**src/rtl/fpmd_pkg.sv**
```systemverilog
// ----------------------------------------------------------------------------
// fpmd_pkg: shared types and constants of the fixed-point multiply/divide unit
// Operation codes, the classified request that the front end hands to the
// arithmetic back end, and the widths that the operand fields settle.
// ----------------------------------------------------------------------------
package fpmd_pkg;

  // operand and result widths
  localparam int unsigned OpW  = 32;
  localparam int unsigned ResW = 64;
  // numerator of the shared divider: a*b + addend stays below 2^63
  localparam int unsigned NumW = 63;

  // saturated magnitude for a zero divisor
  localparam logic [OpW-1:0] SatMag = 32'h7FFF_FFFF;

  typedef enum logic [1:0] {
    CMD_MUL    = 2'd0,
    CMD_DIV    = 2'd1,
    CMD_MULDIV = 2'd2
  } fpmd_cmd_e;

  // classified request: every command becomes (mul_a*mul_b + addend) / den
  typedef struct packed {
    logic [OpW-1:0] mul_a;
    logic [OpW-1:0] mul_b;
    logic [OpW-1:0] addend;
    logic [OpW-1:0] den;
    logic           neg;
    logic           zd;
  } fpmd_item_t;

endpackage

```
**src/rtl/fpmd_front.sv**
```systemverilog
// ----------------------------------------------------------------------------
// fpmd_front: request classifier
// Takes operand magnitudes and sign, and maps each command onto one
// multiply-add-divide form for the back end.
// ----------------------------------------------------------------------------
module fpmd_front #(
  parameter int unsigned FRAC_BITS = 16
) (
  input  logic [1:0]          cmd_i,
  input  logic signed [31:0]  op_a_i,
  input  logic signed [31:0]  op_b_i,
  input  logic signed [31:0]  op_c_i,
  output fpmd_pkg::fpmd_item_t item_o
);
  import fpmd_pkg::*;

  localparam logic [OpW-1:0] One  = OpW'(1) << FRAC_BITS;
  localparam logic [OpW-1:0] Half = OpW'(1) << (FRAC_BITS - 1);

  logic [OpW-1:0] mag_a, mag_b, mag_c;
  logic           sgn_ab;

  // magnitudes; the most negative value maps to 2^31 exactly
  assign mag_a  = op_a_i[OpW-1] ? (~op_a_i + OpW'(1)) : op_a_i;
  assign mag_b  = op_b_i[OpW-1] ? (~op_b_i + OpW'(1)) : op_b_i;
  assign mag_c  = op_c_i[OpW-1] ? (~op_c_i + OpW'(1)) : op_c_i;
  assign sgn_ab = op_a_i[OpW-1] ^ op_b_i[OpW-1];

  // command decode
  always_comb begin
    item_o = '0;
    item_o.den = OpW'(1);
    unique case (cmd_i)
      CMD_MUL: begin
        item_o.mul_a  = mag_a;
        item_o.mul_b  = mag_b;
        item_o.addend = Half;
        item_o.den    = One;
        item_o.neg    = sgn_ab;
      end
      CMD_DIV: begin
        item_o.mul_a  = mag_a;
        item_o.mul_b  = One;
        item_o.addend = mag_b >> 1;
        item_o.zd     = (mag_b == '0);
        item_o.den    = item_o.zd ? OpW'(1) : mag_b;
        item_o.neg    = sgn_ab;
      end
      CMD_MULDIV: begin
        item_o.mul_a  = mag_a;
        item_o.mul_b  = mag_b;
        item_o.addend = mag_c >> 1;
        item_o.zd     = (mag_c == '0);
        item_o.den    = item_o.zd ? OpW'(1) : mag_c;
        item_o.neg    = sgn_ab ^ op_c_i[OpW-1];
      end
      default: begin
        // unused code: result 0, no flag
        item_o.den = OpW'(1);
      end
    endcase
  end

endmodule

```
**config.mk**
```make
export PLATFORM = sky130hd
export DESIGN_NAME = fpmd_front
export DESIGN_NICKNAME = d
export VERILOG_FILES = /design/src/rtl/fpmd_pkg.sv /design/src/rtl/fpmd_front.sv
export SDC_FILE = /design/constraint.sdc
export NUM_CORES = 1
export LEC_CHECK = 0
export BUFFER_PORTS_ARGS = -buffer_cell sky130_fd_sc_hd__buf_2
export CAP_MARGIN = 40
export CORE_MARGIN = 1.5
export CORE_UTILIZATION = 25
export DETAILED_ROUTE_END_ITERATION = 16
export SLEW_MARGIN = 20
export SYNTH_ARGS = -nofsm -noshare
export SYNTH_HDL_FRONTEND = slang
export SYNTH_SLANG_ARGS = --single-unit
```
**constraint.sdc**
```tcl
create_clock -name vclk -period 2.6
set_input_delay 0.26 -clock vclk [all_inputs]
set_output_delay 0.26 -clock vclk [all_outputs]
set_load 0.01 [all_outputs]
```
Word level (Yosys, flattened, before mapping)
Index checks and enable logic that the tools add are counted.

operators by class
  add/subtract/negate cells = 3
  $mul = 0
  divide/modulo/power cells = 0
  order comparisons = 0
  eq/ne operators = 2
  shift-type cells = 0
  multiplexer cells = 9
  bitwise logic cells = 5
  reductions and logical operators = 4

operators with widths
  operator                 number
  $pmux W96 S3             1
  $mux W32                 5
  $add A32 B2 Y32 const B  3
  $not A32 Y32             3
  $pmux W32 S3             1
  $logic_not A32 Y1        2
  $pmux W1 S2              2
  $eq A2 B1 Y1 const B     1
  $eq A2 B2 Y1 const B     1
  $logic_not A2 Y1         1
  $reduce_or A2 Y1         1
  $xor A1 B1 Y1            2

storage, ports and cells
  register bits = 0
  bits in latches = 0
  memory bits (writable) = 0
  bits in read-only memories = 0
  input port bits = 98
  output and inout port bits = 130
  logic and storage cells = 23
  memories kept = 0

Logic depth before layout (Yosys ltp)
  word-level depth = 6
  mapped depth = 11
  gate-level depth less buffers = 10

Worst setup path before layout
Ideal clock, no wire load.

  path kind = input port to output port
  from = in op_a_i[1]
  to = out item_o[123] in the netlist's numbering
  arrival time = 2493 ps
  required time = 2340 ps
  path slack = -153 ps
  stages on the path = 8
  buffers on the path = 0
  path through = or3_4 or4_4 or3_4 or3_4 nand2b_4 o41ai_4 xor2_1 nor2_1

RTL lines
  item         line              RTL
  from (decl)  fpmd_front.sv:10  input logic signed [31:0] op_a_i,
  to (decl)    fpmd_front.sv:13  output fpmd_pkg::fpmd_item_t item_o

==> impl_metrics.tcl <==
set metrics [dict create \
    place_ws_ps -525 \
    grt_setup_unrepaired "yes" \
    drive_gt1_share_pct 57.4 \
    grtUsageTotal_pct 22.2 \
    netlist.area_leader.share_pct 13.7 \
    worst_slack_ps -435 \
    synthesis.area_mm2 0.00384 \
    final-max-slew-violation-count 0 \
    grt_overflow 0 \
    vias 6272 \
    yosysTopAreaCell "nor2_1" \
    rows 45 \
    place_hpwl_um 15400 \
    relSlewSlack_pct 51.0 \
    pin_count 228 \
    crit_path_start_kind "primary input" \
    synth_warnings 0 \
    start_util_pct 25.4 \
    fp.coreArea_mm2 0.0151 \
    post_synth_mux_area_share_pct 2.15 \
    maxCapViolations 0 \
    layout_commonest_cell "buf_2" \
    synthTopCellsByArea "nor2_1 14%, xor2_1 11%, xnor2_1 9.1%" \
    path_class "primary input to output pin" \
    grt_pass1_vias 5640 \
    crit_path_start "op_c_i[5]" \
    synth-compound-area-share_pct 25.7 \
    fin_cells 1200 \
    final.fill_count 1453 \
    peakVddDrop_mv 0.104 \
    endpoint "item_o[0]" \
    hold_violations 0 \
    drt-total-wl_um 20400 \
    path_max_fanout 2 \
    place.gp.congestion 0.997 \
    fin_tns_setup_ps -5950 \
    leakage_nw 3.74 \
    synth_simple_gate_area_share_pct 42.3 \
    avgSynthCellArea_um2 6.23 \
    firstDrtPassIters 5 \
    power_frac_comb_pct 100.0 \
    wire_per_inst_um 17.0 \
    final_nets 1120 \
    max_freq_mhz 329 \
    fin_crit_sh_pct 117 \
    grt_pass1_wl_um 29100 \
    cp-end-kind "output pin" \
    synth_cells 616 \
    yosysSeqAreaShare_pct 0 \
    multiInputGateArea_mm2 0.00452 \
    numPortBuffers 227 \
    worstPathArrival_ps 2780 \
    syn_nets 722 \
    dieArea_mm2 0.0161 \
    p_int_mw 0.676 \
    synth_xor_area_share_pct 20.3 \
    synthToLayoutAreaGrowth_pct 103 \
    seq_cell_count 0 \
    violations "setup timing" \
    worstMarginPinSlew_ps 735 \
    synth_fa_ha_area_share_pct 2.61 \
    cp.required_ps 2340 \
    total_power_mw 1.45 \
    status "complete, but fails checks" \
    p_per_area_mw_per_mm2 186 \
    fp.dieW_um 127 \
    drc 0 \
    p_seq_share_pct 0 \
    grt_antenna_before_repair 1 \
    setup_viol 32 \
    clock_buffer_count 0 \
    hold_buffers 0 \
    dp.cells 1169 \
    worstHoldPathType "primary input to output pin" \
    grt_max_degree 33 \
    swShare_pct 53.3 \
    seqCellArea_um2 0 \
    pwr-share-clk_pct 0 \
    ant_nets 0 \
    die_y_um 127 \
    antenna_cells 0 \
    p_sw_mw 0.771 \
    final_cell_mix "218 x buf_2, 193 x buf_4, 136 x nor2_1, 46 x xor2_1, 34 x xnor2_1" \
    synth_top_family_by_area "simple AND/OR/NAND/NOR gates" \
    fin_crit_ps 3040 \
    yosysUniqueCellTypes 64 \
    viasPerCell 5.23 \
    dr.first_iter.drc_count 340 \
]
## cell usage after synthesis (3+ instances only)
| library cell | count |
|---|---|
| buf_2 | 3 |
| nor2b_1 | 18 |
| o31ai_1 | 23 |
| nor4_2 | 3 |
| a32oi_1 | 4 |
| nor4_1 | 19 |
| or2_2 | 5 |
| nand2b_1 | 5 |
| xnor2_1 | 40 |
| o21ai_0 | 26 |
| or3_4 | 3 |
| nor3b_1 | 3 |
| xor2_1 | 49 |
| nand4_1 | 9 |
| and4_1 | 3 |
| a22oi_1 | 11 |
| mux2i_1 | 6 |
| nor2_1 | 140 |
| inv_1 | 14 |
| o32ai_1 | 3 |
| nor4b_1 | 4 |
| a31oi_1 | 5 |
| nand3_1 | 12 |
| a2bb2oi_1 | 11 |
| o41ai_1 | 15 |
| nor3_1 | 19 |
| a21oi_1 | 17 |
| nand4b_1 | 3 |
| or4_1 | 10 |
| nand2_1 | 33 |
| ha_1 | 8 |
| or3_1 | 12 |
| buf_1 | 5 |
| clkbuf_1 | 39 |
## stage by stage
step                util [%]  hold WS (ps)  cell area [um^2]
floorplan                  -           563              3890
global placement        43.0           825              6490
detailed placement      43.0           830              6490
CTS                     47.2           831              7120
global route            51.7           840              7800
finish                  51.7           828              7800
## power groups by stage
stage	Combinational, mW	Clock [mW]	Sequential, mW
after CTS	1.32	0	0
after global placement	1.21	0	0
final	1.45	0	0
after floorplan	0.566	0	0
after detailed placement	1.21	0	0
after global routing	1.54	0	0
## worst min-delay path by stage
stage               startpoint    endpoint  slack, ps  cells past startpoint
finish                cmd_i[0]  item_o[66]        830                      3
global route          cmd_i[0]  item_o[66]        840                      3
CTS                   cmd_i[0]  item_o[66]        830                      3
detailed placement    cmd_i[0]  item_o[66]        830                      3
global placement      cmd_i[0]  item_o[66]        820                      3
floorplan             cmd_i[0]  item_o[66]        560                      1
## repair_timing
action,4_1_cts,5_1_grt
pin swaps,40,68
gates resized for setup,90,107
setup endpoints to repair,62,68
setup buffers,23,24
## routing by layer
metal,global-route usage (%),routed length [um],vias to the layer above
li1,-,-,3026
met1,28.5,8170,2926
met2,39.8,10300,288
met3,2.53,1500,32
met4,4.88,481,0
met5,0,0,-
## cells by family (layout without fill, tap and decap cells)
logic type / Yosys count / in the layout
AO/OA/AOI/OAI: 133 / 133
XOR/XNOR: 89 / 89
adder cells (fa/ha/maj): 8 / 8
buffers and inverters: 64 / 460
multiplexers: 8 / 8
other: 1 / 1
AND/OR/NAND/NOR: 313 / 313
## cell type report
type / count / share of cell area (%)
Timing Repair Buffer: 446 / 38.1
Multi-Input combinational cell: 552 / 57.9
Inverter: 14 / 0.931
Tap cell: 188 / 3.02
## worst max-delay path: stages
cell and delay [ps]:
buf_8 100, buf_6 110, or4_4 570, o41ai_4 350, xnor2_1 140, or3_1 340, nor4_2 260, and4_1 260
a22oi_2 120, nor2b_2 120, buf_2 130
(Power assumes the default switching activity.)
