### src/rtl/fpmd_pkg.sv
// ----------------------------------------------------------------------------
// fpmd_pkg: shared types and constants of the fixed-point multiply/divide unit
// Operation codes, the classified request that the front end hands to the
// arithmetic back end, and the widths that the operand fields settle.
// ----------------------------------------------------------------------------
package fpmd_pkg;

  // operand and result widths
  localparam int unsigned OpW  = 32;
  localparam int unsigned ResW = 64;
  // numerator of the shared divider: a*b + addend stays below 2^63
  localparam int unsigned NumW = 63;

  // saturated magnitude for a zero divisor
  localparam logic [OpW-1:0] SatMag = 32'h7FFF_FFFF;

  typedef enum logic [1:0] {
    CMD_MUL    = 2'd0,
    CMD_DIV    = 2'd1,
    CMD_MULDIV = 2'd2
  } fpmd_cmd_e;

  // classified request: every command becomes (mul_a*mul_b + addend) / den
  typedef struct packed {
    logic [OpW-1:0] mul_a;
    logic [OpW-1:0] mul_b;
    logic [OpW-1:0] addend;
    logic [OpW-1:0] den;
    logic           neg;
    logic           zd;
  } fpmd_item_t;

endpackage

### src/rtl/fpmd_queue.sv
// ----------------------------------------------------------------------------
// fpmd_queue: request queue between front and back end
// Small register FIFO with first-word fall-through read.
// ----------------------------------------------------------------------------
module fpmd_queue #(
  parameter int unsigned DEPTH = 2
) (
  input  logic                 clk_i,
  input  logic                 rst_ni,
  input  logic                 push_i,
  input  fpmd_pkg::fpmd_item_t push_data_i,
  output logic                 full_o,
  input  logic                 pop_i,
  output logic                 empty_o,
  output fpmd_pkg::fpmd_item_t pop_data_o
);
  import fpmd_pkg::*;

  localparam int unsigned PtrW = (DEPTH > 1) ? $clog2(DEPTH) : 1;
  localparam int unsigned CntW = $clog2(DEPTH + 1);

  fpmd_item_t          mem_q [DEPTH];
  logic [PtrW-1:0]     wr_ptr_q, wr_ptr_d, rd_ptr_q, rd_ptr_d;
  logic [CntW-1:0]     cnt_q, cnt_d;
  logic                do_push, do_pop;

  assign full_o     = (cnt_q == CntW'(DEPTH));
  assign empty_o    = (cnt_q == '0);
  assign do_push    = push_i && !full_o;
  assign do_pop     = pop_i && !empty_o;
  assign pop_data_o = mem_q[rd_ptr_q];

  // pointer and fill count update
  always_comb begin
    wr_ptr_d = wr_ptr_q;
    rd_ptr_d = rd_ptr_q;
    cnt_d    = cnt_q;
    if (do_push) begin
      wr_ptr_d = (wr_ptr_q == PtrW'(DEPTH - 1)) ? '0 : wr_ptr_q + PtrW'(1);
    end
    if (do_pop) begin
      rd_ptr_d = (rd_ptr_q == PtrW'(DEPTH - 1)) ? '0 : rd_ptr_q + PtrW'(1);
    end
    if (do_push && !do_pop) begin
      cnt_d = cnt_q + CntW'(1);
    end else if (do_pop && !do_push) begin
      cnt_d = cnt_q - CntW'(1);
    end
  end

  always_ff @(posedge clk_i or negedge rst_ni) begin
    if (!rst_ni) begin
      wr_ptr_q <= '0;
      rd_ptr_q <= '0;
      cnt_q    <= '0;
    end else begin
      wr_ptr_q <= wr_ptr_d;
      rd_ptr_q <= rd_ptr_d;
      cnt_q    <= cnt_d;
    end
  end

  // storage
  always_ff @(posedge clk_i) begin
    if (do_push) begin
      mem_q[wr_ptr_q] <= push_data_i;
    end
  end

  // fill count never passes the depth
  a_cnt_bound: assert property (@(posedge clk_i) disable iff (!rst_ni)
    cnt_q <= CntW'(DEPTH))
    else $error("queue fill count out of range");

  // a pop on a non-empty queue with no push lowers the count by one
  a_cnt_pop: assert property (@(posedge clk_i) disable iff (!rst_ni)
    (do_pop && !do_push) |=> (cnt_q == $past(cnt_q) - CntW'(1)))
    else $error("queue count not decremented on pop");

  a_cnt_push: assert property (@(posedge clk_i) disable iff (!rst_ni)
    (do_push && !do_pop) |=> (cnt_q == $past(cnt_q) + CntW'(1)))
    else $error("queue count not incremented on push");

endmodule

### config.mk
export PLATFORM = sky130hd
export DESIGN_NAME = fpmd_queue
export DESIGN_NICKNAME = d
export VERILOG_FILES = /design/src/rtl/fpmd_pkg.sv /design/src/rtl/fpmd_queue.sv
export SDC_FILE = /design/constraint.sdc
export NUM_CORES = 1
export LEC_CHECK = 0
export BUFFER_PORTS_ARGS = -buffer_cell sky130_fd_sc_hd__buf_2
export CORE_ASPECT_RATIO = 1.25
export CORE_MARGIN = 1
export CORE_UTILIZATION = 55
export DETAILED_ROUTE_END_ITERATION = 16
export GPL_TIMING_DRIVEN = 1
export MAX_ROUTING_LAYER = met4
export PLACE_DENSITY = 0.89
export SLEW_MARGIN = 5
export SYNTH_ARGS = -nofsm -noshare
export SYNTH_HDL_FRONTEND = slang
export SYNTH_SLANG_ARGS = --single-unit
### constraint.sdc
create_clock -name clk_i -period 13.41 [get_ports clk_i]
set_clock_uncertainty 0.1 [all_clocks]
set_input_delay 2.0115 -clock clk_i [delete_from_list [all_inputs] [get_ports clk_i]]
set_output_delay 2.0115 -clock clk_i [all_outputs]
set_load 0.01 [all_outputs]
# Yosys cells after proc, flatten, opt, wreduce, memory -nomap -nowiden
# Memory sizes are Yosys's and may differ from the RTL's.
# Cells that the tools add are included.
# word_totals
inputBits	134
word_cells	25
regBits	4
n_memories	1
latch_bits	0
romBits	0
mem_bits_rw	260
# mem_list
memory	words	word_bits	rd	rd_clocked_by_memory_dff	write_ports	line	text
mem_q	2	130	1	0	1	fpmd_queue.sv:22	fpmd_item_t mem_q [DEPTH];
# op_classes
n_shift	0
mux	6
reduce_logical	10
n_bitwise	0
div	0
magnitude_cmp	0
eq_ne	1
addsub	4
n_mul	0
# op_table
operator	n
1-bit logical AND	4
1-bit logical NOT	4
1-bit 2-to-1 mux	4
2-bit 2-to-1 mux	2
1-bit adder, second input constant	2
2-bit by 1-bit adder with 2-bit output, second input constant	1
2-bit equality test, second input constant	1
2-bit logical NOT	1
2-bit nonzero test	1
2-bit by 1-bit subtractor with 2-bit output, second input constant	1

# Longest topological paths before layout
# Gate-level depths: netlist of run 1.
# logic_depth
ltp_word	7
ltp_mapped	7
ltp_nobuf	7

# Worst setup path before layout of run 1
# Ideal clock, no wire load.
# synth_timing
kind	input to register
from	input port push_i
to	memory mem_q[0][0] (netlist name) (enable)
setup_slack_ns	5.188
required_time_ns	12.689
arrival_ns	7.502
stages	2
cell_sequence	nand2_1 -> nor2_1
# synth_between
elab_chain_cells	3
# synth_lines
element	line	text
from (decl)	fpmd_queue.sv:10	input logic push_i,
1-bit logical AND	fpmd_queue.sv:29	assign do_push = push_i && !full_o;
1-bit 2-to-1 mux	fpmd_queue.sv:65	if (do_push) begin
1-bit 2-to-1 mux (implied by the code)	fpmd_queue.sv:66	mem_q[wr_ptr_q] <= push_data_i;
to (decl)	fpmd_queue.sv:22	
# Every way passes these cells.

==> metrics, run 1 <==
status finished clean; Worst path max stage delay 800 ps; Max Root-Sink Buffers 3; Filler Cell Count 1124; syn_area_per_cell about 23 um2; RSZ-0062 raised after global routing false; CP Launch Point rd_ptr_q; largest net degree at the start of global routing 70; most common cell after layout, fill and taps aside buf_2; Worst Setup Start Kind flop; flip-flop and latch area about 7900 um2; post-synthesis cell area 9950 um2; crit path DAT 2430 ps; Clock power frac 0.244; post-synthesis sequential area ratio 0.794; Crit path buffers/inverters 2; Initial DRC Count approximately 310; total track usage 0.193; cells along the critical path buf_4, mux2_2, buf_2; fraction of layout cells with a size suffix above 1 0.606; CP max-delay cell buf_4; Leak 4.86 nW; CTS buffer count 25; die footprint 18600 um2; Core Area 17600 um2; Hold Path Class reg -> reg; Comb power frac 0.316; final setup violation count 0; syn nets 559; relative slew slack 0.264; die width about 120 um; P_int 1.93 mW; met3 usage 0.0341; reg2reg start cnt_q[0]; f_max 220 MHz; final WL around 18000 um; Least-Margin Pin Slew between 1000 and 1500 ps; pwr/cell area 220 nW/um2; clk root buf clkbuf_16; Data required, critical path 11300 ps; met2 Use GR 0.345; # DRC 0; WS Path Type reg -> out; post-CTS resize count 0; Final min period 4540 ps; Ports 266; most frequent cells in the layout 265 x buf_2, 260 x edfxtp_1, 90 x mux2_4, 40 x mux2_2, 25 x clkbuf_16; Warnings, synthesis 0; Final Util 0.696; Yosys reg bits approximately 260; Clock Latency Late Sink 500 ps; crit-path leading delay family buffers and inverters; VDD IR-drop max 0.210 mV; sequential share of power 0.440; final net count 841; Post-Syn Instances 424; IO Port Bufs ~270; area of the multi-input gates 1900 um2; Final Slew Violations 0; # rows 54; Synth cell types 16; period utilisation layout 0.339; clk sinks 264; Max Cap Violations 0; Sw Ratio 0.283; crit path max fanout 66; most used routing layer met2; Congestion Overflow GR 0; Via density roughly 5.2; CTS hold repair buffers 0; CTS tree yes; Starting Density 0.567; vias in the first global route 5241; Area Overhead vs Synth 22.9%; H-tree depth 1; via count 4904; met1 layer usage reported by global route 0.207; CTS clk-pin slew, worst paths 60 ps; Final WS setup 8870 ps; pre-CTS setup slack 9120 ps; dpl hpwl 12000 um; DR WL/cell between 15 and 20 um; Post-CTS Setup Repair Bufs 0; initial antenna violation count 1; setup TNS 0 ps; HP Start cnt_q[1]; Final Hold Fails 0; first-pass GRT wire length approximately 27000 um; crit end category output port; Die H 152 um; drt pass-1 iters 4; Detail Route Antenna Nets 0; Placer Congestion 0.730; Psw 0.761 mW; Fin Hold WS 432 ps
[synthesized netlist by cell type]
master      n  share of area
ha_1        1         0.0013
buf_6      10          0.011
buf_2       4         0.0020
and3_1      1        0.00063
mux2_2     40          0.045
xor2_1      2         0.0018
xnor2_1     3         0.0026
buf_8       1         0.0015
mux2_4     90           0.14
nand2_1     1        0.00038
edfxtp_1  260           0.78
o21ai_0     1        0.00050
inv_1       2        0.00075
dfrtp_1     4          0.010
nor2_1      3         0.0011
nand2b_1    1        0.00063
[worst reg2reg max path: stages, from the launching register on]
cell and delay, ps:
dfrtp_1 430, nand2b_1 200, and3_4 760, buf_4 880
[power by group through the flow]
stage               sequential [mW]  clock [mW]  combinational [mW]
CTS                            1.19       0.673               0.862
global placement               1.19           0               0.837
detailed placement             1.20           0               0.857
floorplan                      1.21           0               0.606
global route                   1.20       0.699               0.907
finish                         1.18       0.657               0.849
[final cells by class]
cell class,count,share of cell area
flip-flops and latches,264,0.647
multi-input cells,143,0.156
repair buffers,270,0.111
clock buffers,28,0.0521
well taps,224,0.0229
clock inverters,16,0.0103
inverters,2,0.000614
diodes,1,0.000205
[metrics by stage]
step                      total power [mW]  area [um2]  cells
after global placement                2.02       11500    903
after CTS                             2.72       12200    947
after detailed placement              2.06       11500    903
final                                 2.69       12200    948
after global routing                  2.80       12200    948
after floorplan                       1.82        9950    424
[flip-flops by register name, summed over array words and instances (netlist names)]
| register | cells |
|---|---|
| rd_ptr_q | 1 |
| mem_q | 260 |
| cnt_q | 2 |
| wr_ptr_q | 1 |
[metal layers]
layer / part of all wire / routed length [um] / vias to the layer above
met5: 0 / 0 / -
met4: 0.034 / 604 / 0
met3: 0.070 / 1240 / 47
met2: 0.54 / 9680 / 201
met1: 0.35 / 6260 / 2412
li1: - / - / 2244
[cell families (layout without fill, tap and decap cells)]
| kind of cell | after synthesis | count (layout) | synth area share |
|---|---|---|---|
| AOI/OAI and AO/OA | 1 | 1 | 0.000502 |
| xor gates and xnor gates | 5 | 5 | 0.00440 |
| adders and majority gates | 1 | 1 | 0.00126 |
| buffers and inverters | 17 | 316 | 0.0156 |
| DFF | 264 | 264 | 0.794 |
| muxes | 130 | 130 | 0.181 |
| other | 0 | 1 | 0 |
| and+or+nand+nor | 6 | 6 | 0.00277 |
[worst paths after layout]
| path | to | slack [ps] | depth (start not counted) |
|---|---|---|---|
| hold / removal | cnt_q[1] | 430 | 1 |
| min in group asynchronous | cnt_q[1] | 1210 | 1 |
| setup reg to reg | mem_q[1][41] | 10610 | 3 |
| hold reg to reg | cnt_q[1] | 430 | 1 |
| setup / recovery | pop_data_o[109] | 8870 | 3 |
| max in group asynchronous | rd_ptr_q | 11850 | 1 |
No activity file was read; power rests on OpenSTA's default activity.
==> run 2, diff against run 1 <==
- ABC_AREA: not set -> 1
- CORE_UTILIZATION: 55 -> 52
- PLACE_DENSITY: 0.89 -> 0.85
- clock period: 13.41 -> 4.56 ns (I/O delays scaled with it)
==> run 2 against run 1 <==
Against the previous run: sequential share of layout area rose by 1.6 points; largest cell class unchanged; area after synthesis decreased by 2.4%; combinational power rose to 2.8 times the previous value; setup slack got worse by 7600 ps; die area is 3.2% higher; worst hold slack got worse by 170 ps; core utilization shrank 3.9 points; flip-flop and latch count did not move; clock power rose to 2.8 times the previous value; non-clock buffer count increased by 1; first-iteration DRC count up 46%.
==> metrics, run 2 <==
status finished clean; Synth cell types 15 (-1); most used cell, CP nand2_1; Least-Margin Pin Slew 1000 ps (-99.6 ps); CTS tree yes; Hold Path Class in -> reg; most frequent cells in the layout 399 x nand2_1, 265 x buf_2, 260 x edfxtp_1, 25 x clkbuf_16, 12 x clkbuf_1; Final min period between 3000 and 4000 ps; H-tree depth 1 (unchanged); Max Root-Sink Buffers 3 (unchanged); cells along the critical path buf_4, nand2_1, nand2_1, buf_2; Die H 155 um (+1.6%); Final Hold Fails 0 (unchanged); Max Cap Violations 0 (unchanged); Final Non-Filler Cells 1228 (+30%); post-synthesis adder-cell area fraction 0.00129 (+0.0000308); Final WS setup 1230 ps (-7640 ps); share of flip-flops with an asynchronous set or reset 0.0152 (unchanged); post-synthesis sequential area ratio 0.814 (+0.0194); vias in the first global route 6199 (+18%); Core Area 18200 um2 (+3.4%); period utilisation layout 0.731; f_max 300 MHz; clk root buf clkbuf_16; Final Slew Violations 0 (unchanged); via count 6169 (+26%); overall power 7.74 mW (+190%); relative slew slack 0.330 (+0.0664); Crit path buffers/inverters 2 (unchanged); Synth Area in Compound Gates 0.00103 (+0.000527); DR WL/cell 16.3 um (-13%); syn nets 846 (+51%); first-pass GRT wire length 30700 um (+16%); Synth Area in Simple Gates 0.158 (+0.155); Post-Syn Instances 711 (+68%); Placer Congestion 0.768 (+5.3%); pwr/cell area 648 nW/um2 (+190%); WS Path Type reg -> out; Clock Latency Late Sink 500 ps (about the same); Most flops, register mem_q; largest net degree at the start of global routing 131 (+87%); Area Overhead vs Synth 22.9% (about the same); die width 124 um (+1.6%); Post-DP Area 11200 um2 (-2.3%); Design Area, Final 11900 um2 (-2.4%); dpl hpwl 12700 um (+6.0%); xor and xnor fraction of the mapped netlist area 0.000901 (-0.00350); Fin Hold WS 259 ps (-174 ps); # rows 55 (+1.9%); pre-CTS setup slack 1760 ps (-7360 ps); VDD IR-drop max 0.369 mV (+76%); Final Util 0.657 (-0.0389); CTS clk-pin slew, worst paths 60 ps (about the same); crit-path leading delay family buffers and inverters; top flop regs mem_q x260, cnt_q x2; Starting Density 0.535 (-0.0318); largest family of logic cells by synthesized area simple AND/OR/NAND/NOR gates; Area contributors post-synth edfxtp_1 80%, nand2_1 15%, buf_6 1.2%; # DRC 0 (unchanged); placed cell count 1180 (+31%); initial antenna violation count 1 (unchanged); Congestion Overflow GR 0 (unchanged); post-synthesis mux area share 0 (-0.181); clk sinks 264 (unchanged); Worst Setup Start Kind flop; Leak 5.17 nW (+6.2%); Via density 5.02 (-2.9%); IO Port Bufs 265 (unchanged); leading area contributor after synthesis edfxtp_1; Warnings, synthesis 0 (unchanged); Post-CTS Setup Repair Bufs 0 (unchanged); most common cell after layout, fill and taps aside nand2_1; fraction of layout cells with a size suffix above 1 0.305 (-0.301); final WL 20000 um (+12%); CTS buffer count 25 (unchanged); total track usage 0.209 (+0.0163); drt pass-1 iters 4 (unchanged); crit path DAT 2550 ps (+120 ps); final setup violation count 0 (unchanged); Synth top cells by count 399 x nand2_1, 260 x edfxtp_1, 17 x buf_2, 10 x buf_6, 7 x inv_1; Post-synth EDFFs 260 (unchanged); syn_area_per_cell 13.7 um2 (-42%); post-synthesis cell area 9720 um2 (-2.4%); Worst path max stage delay 820 ps (+20 ps); crit path max fanout 93 (+41%); die footprint 19200 um2 (+3.2%); Ports 266 (unchanged); setup TNS 0 ps (unchanged); cell with the most instances after synthesis nand2_1; Initial DRC Count 455 (+46%); Data required, critical path 3780 ps (-7520 ps); post-CTS resize count 0 (unchanged); max reg flops 260 (unchanged); final net count 1115 (+33%); Detail Route Antenna Nets 0 (unchanged); post-synth top area share 0.804 (+0.0192); RSZ-0062 raised after global routing false; Yosys reg bits 264 (unchanged); Filler Cell Count 1296 (+15%); most used flip-flop cell after synthesis edfxtp_1; CP max-delay cell buf_4; crit end category output port
-- run 2: cell types whose count changed after synthesis, moves of 2 or more --
cell,previous run,this run
mux2_2,40,0
mux2_4,90,0
xor2_1,2,0
inv_1,2,7
nand2_1,1,399
buf_2,4,17
xnor2_1,3,1
buf_4,0,2
-- run 2: power by group --
group / leakage, nW / internal [mW] / switching, mW
Sequential: 2.47 / 3.31 / 0.184
Combinational: 2.34 / 0.778 / 1.61
Clock: 0.355 / 1.04 / 0.815
-- run 2: kinds of logic after synthesis --
family                     after synthesis
AOI/OAI and AO/OA                        2
xor gates and xnor gates                 1
adders and majority gates                1
buffers and inverters                   37
DFF                                    264
and+or+nand+nor                        406
-- run 2: worst paths after layout --
path | startpoint | endpoint | slack [ps] | cells past startpoint
worst max-delay path | rd_ptr_q | pop_data_o[97] | 1230 | 4
worst min-delay path | push_data_i[95] | mem_q[1][95] | 260 | 1
worst max register to register | cnt_q[1] | mem_q[0][20] | 2330 | 6
worst min register to register | cnt_q[1] | cnt_q[1] | 440 | 2
max in group asynchronous | rst_ni | rd_ptr_q | 3750 | 2
min in group asynchronous | rst_ni | rd_ptr_q | 450 | 2
-- run 2: layer usage --
metal,track usage,vias to the layer above,wire [um]
met5,-,-,0
met4,0.0654,0,502
met3,0.0436,39,1370
met2,0.362,251,10500
met1,0.246,2941,7580
li1,-,2938,-
-- run 2: timing repair --
item / 4_1_cts / 5_1_grt
hold endpoints to repair: 4 / 0
endpoints found under the setup margin: 0 / 0
hold buffers: 1 / 0
-- run 2: final cells by class --
| type | instances | area (um2) | area share |
|---|---|---|---|
| Sequential cell | 264 | 7910 | 0.662 |
| Antenna cell | 1 | 2.50 | 0.000210 |
| Multi-Input combinational cell | 410 | 1570 | 0.131 |
| Inverter | 8 | 35.0 | 0.00293 |
| Timing Repair Buffer | 271 | 1410 | 0.118 |
| Clock inverter | 8 | 43.8 | 0.00367 |
| Tap cell | 228 | 285 | 0.0239 |
| Clock buffer | 38 | 684 | 0.0573 |
==> run 3, diff against run 2 <==
- CORE_UTILIZATION: 52 -> 47
- PLACE_DENSITY: 0.85 -> 0.82
- clock period: 4.56 -> 2.7 ns (I/O delays scaled with it)
==> run 3 against run 2 <==
Against the previous run: via count up 9.8%; cell count rose by 14%; clock power increased by 83%; die area increased by 10%; first-iteration DRC count is 20% lower; sequential power rose by 67%; critical path type unchanged; largest power group unchanged; highest routed layer unchanged.
==> metrics, run 3 (same netlist as run 2, synthesis figures left out) <==
status finished clean; period utilisation layout 0.926; Ports 266 (unchanged); Post-DP Area 11300 um2 (+1.1%); DR WL/cell 16.3 um (-0.10%); Sw Ratio 0.336 (-0.00163); Most flops, register mem_q; most frequent cells in the layout 398 x nand2_1, 265 x buf_2, 260 x edfxtp_1, 131 x dlygate4sd3_1, 25 x clkbuf_16; RSZ-0062 raised after global routing false; HP Start pop_i; Final Hold Fails 0 (unchanged); post-route met1 wirelength 8010 um (+5.6%); pwr/cell area 1020 nW/um2 (+57%); f_max approximately 400 MHz; P_int 9.08 mW (+77%); top flop regs mem_q x260, cnt_q x2; Max Root-Sink Buffers 3 (unchanged); crit path DAT 2000 ps (-550 ps); crit end category output port; most common cell after layout, fill and taps aside nand2_1; H-tree depth 1 (unchanged); max reg flops 260 (unchanged); Psw 4.59 mW (+76%); dpl hpwl 12200 um (-3.9%); Design Area, Final 13400 um2 (+13%); Detail Route Antenna Nets 0 (unchanged); Placer Congestion 0.782 (+1.8%); # rows 58 (+5.5%); Hold Path Class in -> reg; Comb power frac 0.325 (+0.016); clk root buf clkbuf_16; Max Cap Violations 0 (unchanged); Core Area 20200 um2 (+11%); met2 WL post-DR 12400 um (+17%); Crit path buffers/inverters 3 (+1); # DRC 0 (unchanged); Leak 5.76 nW (+11%); Clock Latency Late Sink 500 ps (about the same); cells along the critical path inv_4, buf_12, nand2_1, nand2_1, buf_2; initial antenna violation count 3 (+2); crit-path leading delay family buffers and inverters; crit path max fanout 131 (+41%); die width 131 um (+5.1%); relative slew slack 0.587 (+0.257); first-pass GRT wire length 33600 um (+9.6%); via count 6776 (+9.8%); Die H 163 um (+5.1%); Worst Setup Start Kind flop; Final WS setup 200 ps (-1030 ps); Area Overhead vs Synth 38.4%; sequential share of power 0.428 (-0.024); largest net degree at the start of global routing 132 (+0.76%); fraction of layout cells with a size suffix above 1 0.280 (-0.0254); Clock power frac 0.247 (+0.008); Congestion Overflow GR 0 (unchanged); vias in the first global route 6987 (+13%); final setup violation count 0 (unchanged); CTS buffer count 25 (unchanged); CP max-delay cell dfrtp_4; reg2reg start cnt_q[1]; Post-CTS Setup Repair Bufs 0 (unchanged); overall power 13.7 mW (+77%); Via density 4.83 (-3.8%); Least-Margin Pin Slew 619 ps (-385 ps); wire length on met3 1350 um (-1.1%); clk sinks 264 (unchanged); CTS tree yes; pre-CTS setup slack 792 ps (-966 ps); Worst path max stage delay 500 ps (-320 ps); total track usage 0.215 (+0.00619); Data required, critical path 2190 ps (-1590 ps); final net count 1247 (+12%); VDD IR-drop max 0.654 mV (+77%); CTS clk-pin slew, worst paths 60 ps (about the same); drt pass-1 iters 6 (+2); final WL 22800 um (+14%); Final Slew Violations 0 (unchanged); uppermost layer routed met4; CP Launch Point rd_ptr_q; WS Path Type reg -> out; IO Port Bufs 265 (unchanged); Final min period 2500 ps; Starting Density 0.482 (-0.0532); most used cell, CP nand2_1; Initial DRC Count 364 (-20%); die footprint 21300 um2 (+10%)
## run 3: power by group through the flow
| stage | combinational (mW) | clock [mW] | sequential [mW] |
|---|---|---|---|
| floorplan | 2.61 | 0 | 5.90 |
| global placement | 4.14 | 0 | 5.86 |
| detailed placement | 4.23 | 0 | 5.91 |
| CTS | 4.40 | 3.42 | 5.83 |
| global route | 4.88 | 3.60 | 5.91 |
| finish | 4.45 | 3.38 | 5.84 |
## run 3: per-stage QoR
step | util | hold WS [ps] | setup TNS, ps | cells
final | 0.666 | 137 | 0 | 1402
after global routing | 0.666 | 135 | 0 | 1402
after CTS | 0.666 | 82.6 | 0 | 1399
after detailed placement | 0.561 | 116 | 0 | 1224
after global placement | 0.561 | 116 | 0 | 1224
after floorplan | - | 9.41 | -94190 | 711
## run 3: worst paths after layout
kind	cells after the start	to	slack [ps]
worst max register to register	4	mem_q[1][74]	830
worst min register to register	2	wr_ptr_q	400
worst min-delay path	3	rd_ptr_q	140
min in group asynchronous	2	cnt_q[1]	170
max in group asynchronous	2	rd_ptr_q	2200
worst max-delay path	5	pop_data_o[73]	200
## run 3: metal layers
| layer | track usage | vias up |
|---|---|---|
| li1 | - | 3204 |
| met1 | 0.221 | 3194 |
| met2 | 0.389 | 294 |
| met3 | 0.0358 | 84 |
| met4 | 0.111 | 0 |
| met5 | - | - |
## run 3: layout make-up
| class | instances | area, um2 |
|---|---|---|
| Clock inverter | 8 | 98.8 |
| Sequential cell | 264 | 7910 |
| Timing Repair Buffer | 403 | 2770 |
| Inverter | 8 | 36.3 |
| Tap cell | 270 | 338 |
| Antenna cell | 3 | 7.51 |
| Multi-Input combinational cell | 410 | 1590 |
| Clock buffer | 36 | 697 |
| Fill cell | 1336 | 6730 |
## run 3: what timing repair did
item,4_1_cts,5_1_grt
hold endpoints to repair,264,0
gates resized for setup,0,0
setup endpoints to repair,0,0
hold buffers,131,0
## run 3: worst min-delay path: cells and delay by family
family	cells	cell delay, ps
AND/OR/NAND/NOR	2	170
buffers and inverters	1	120
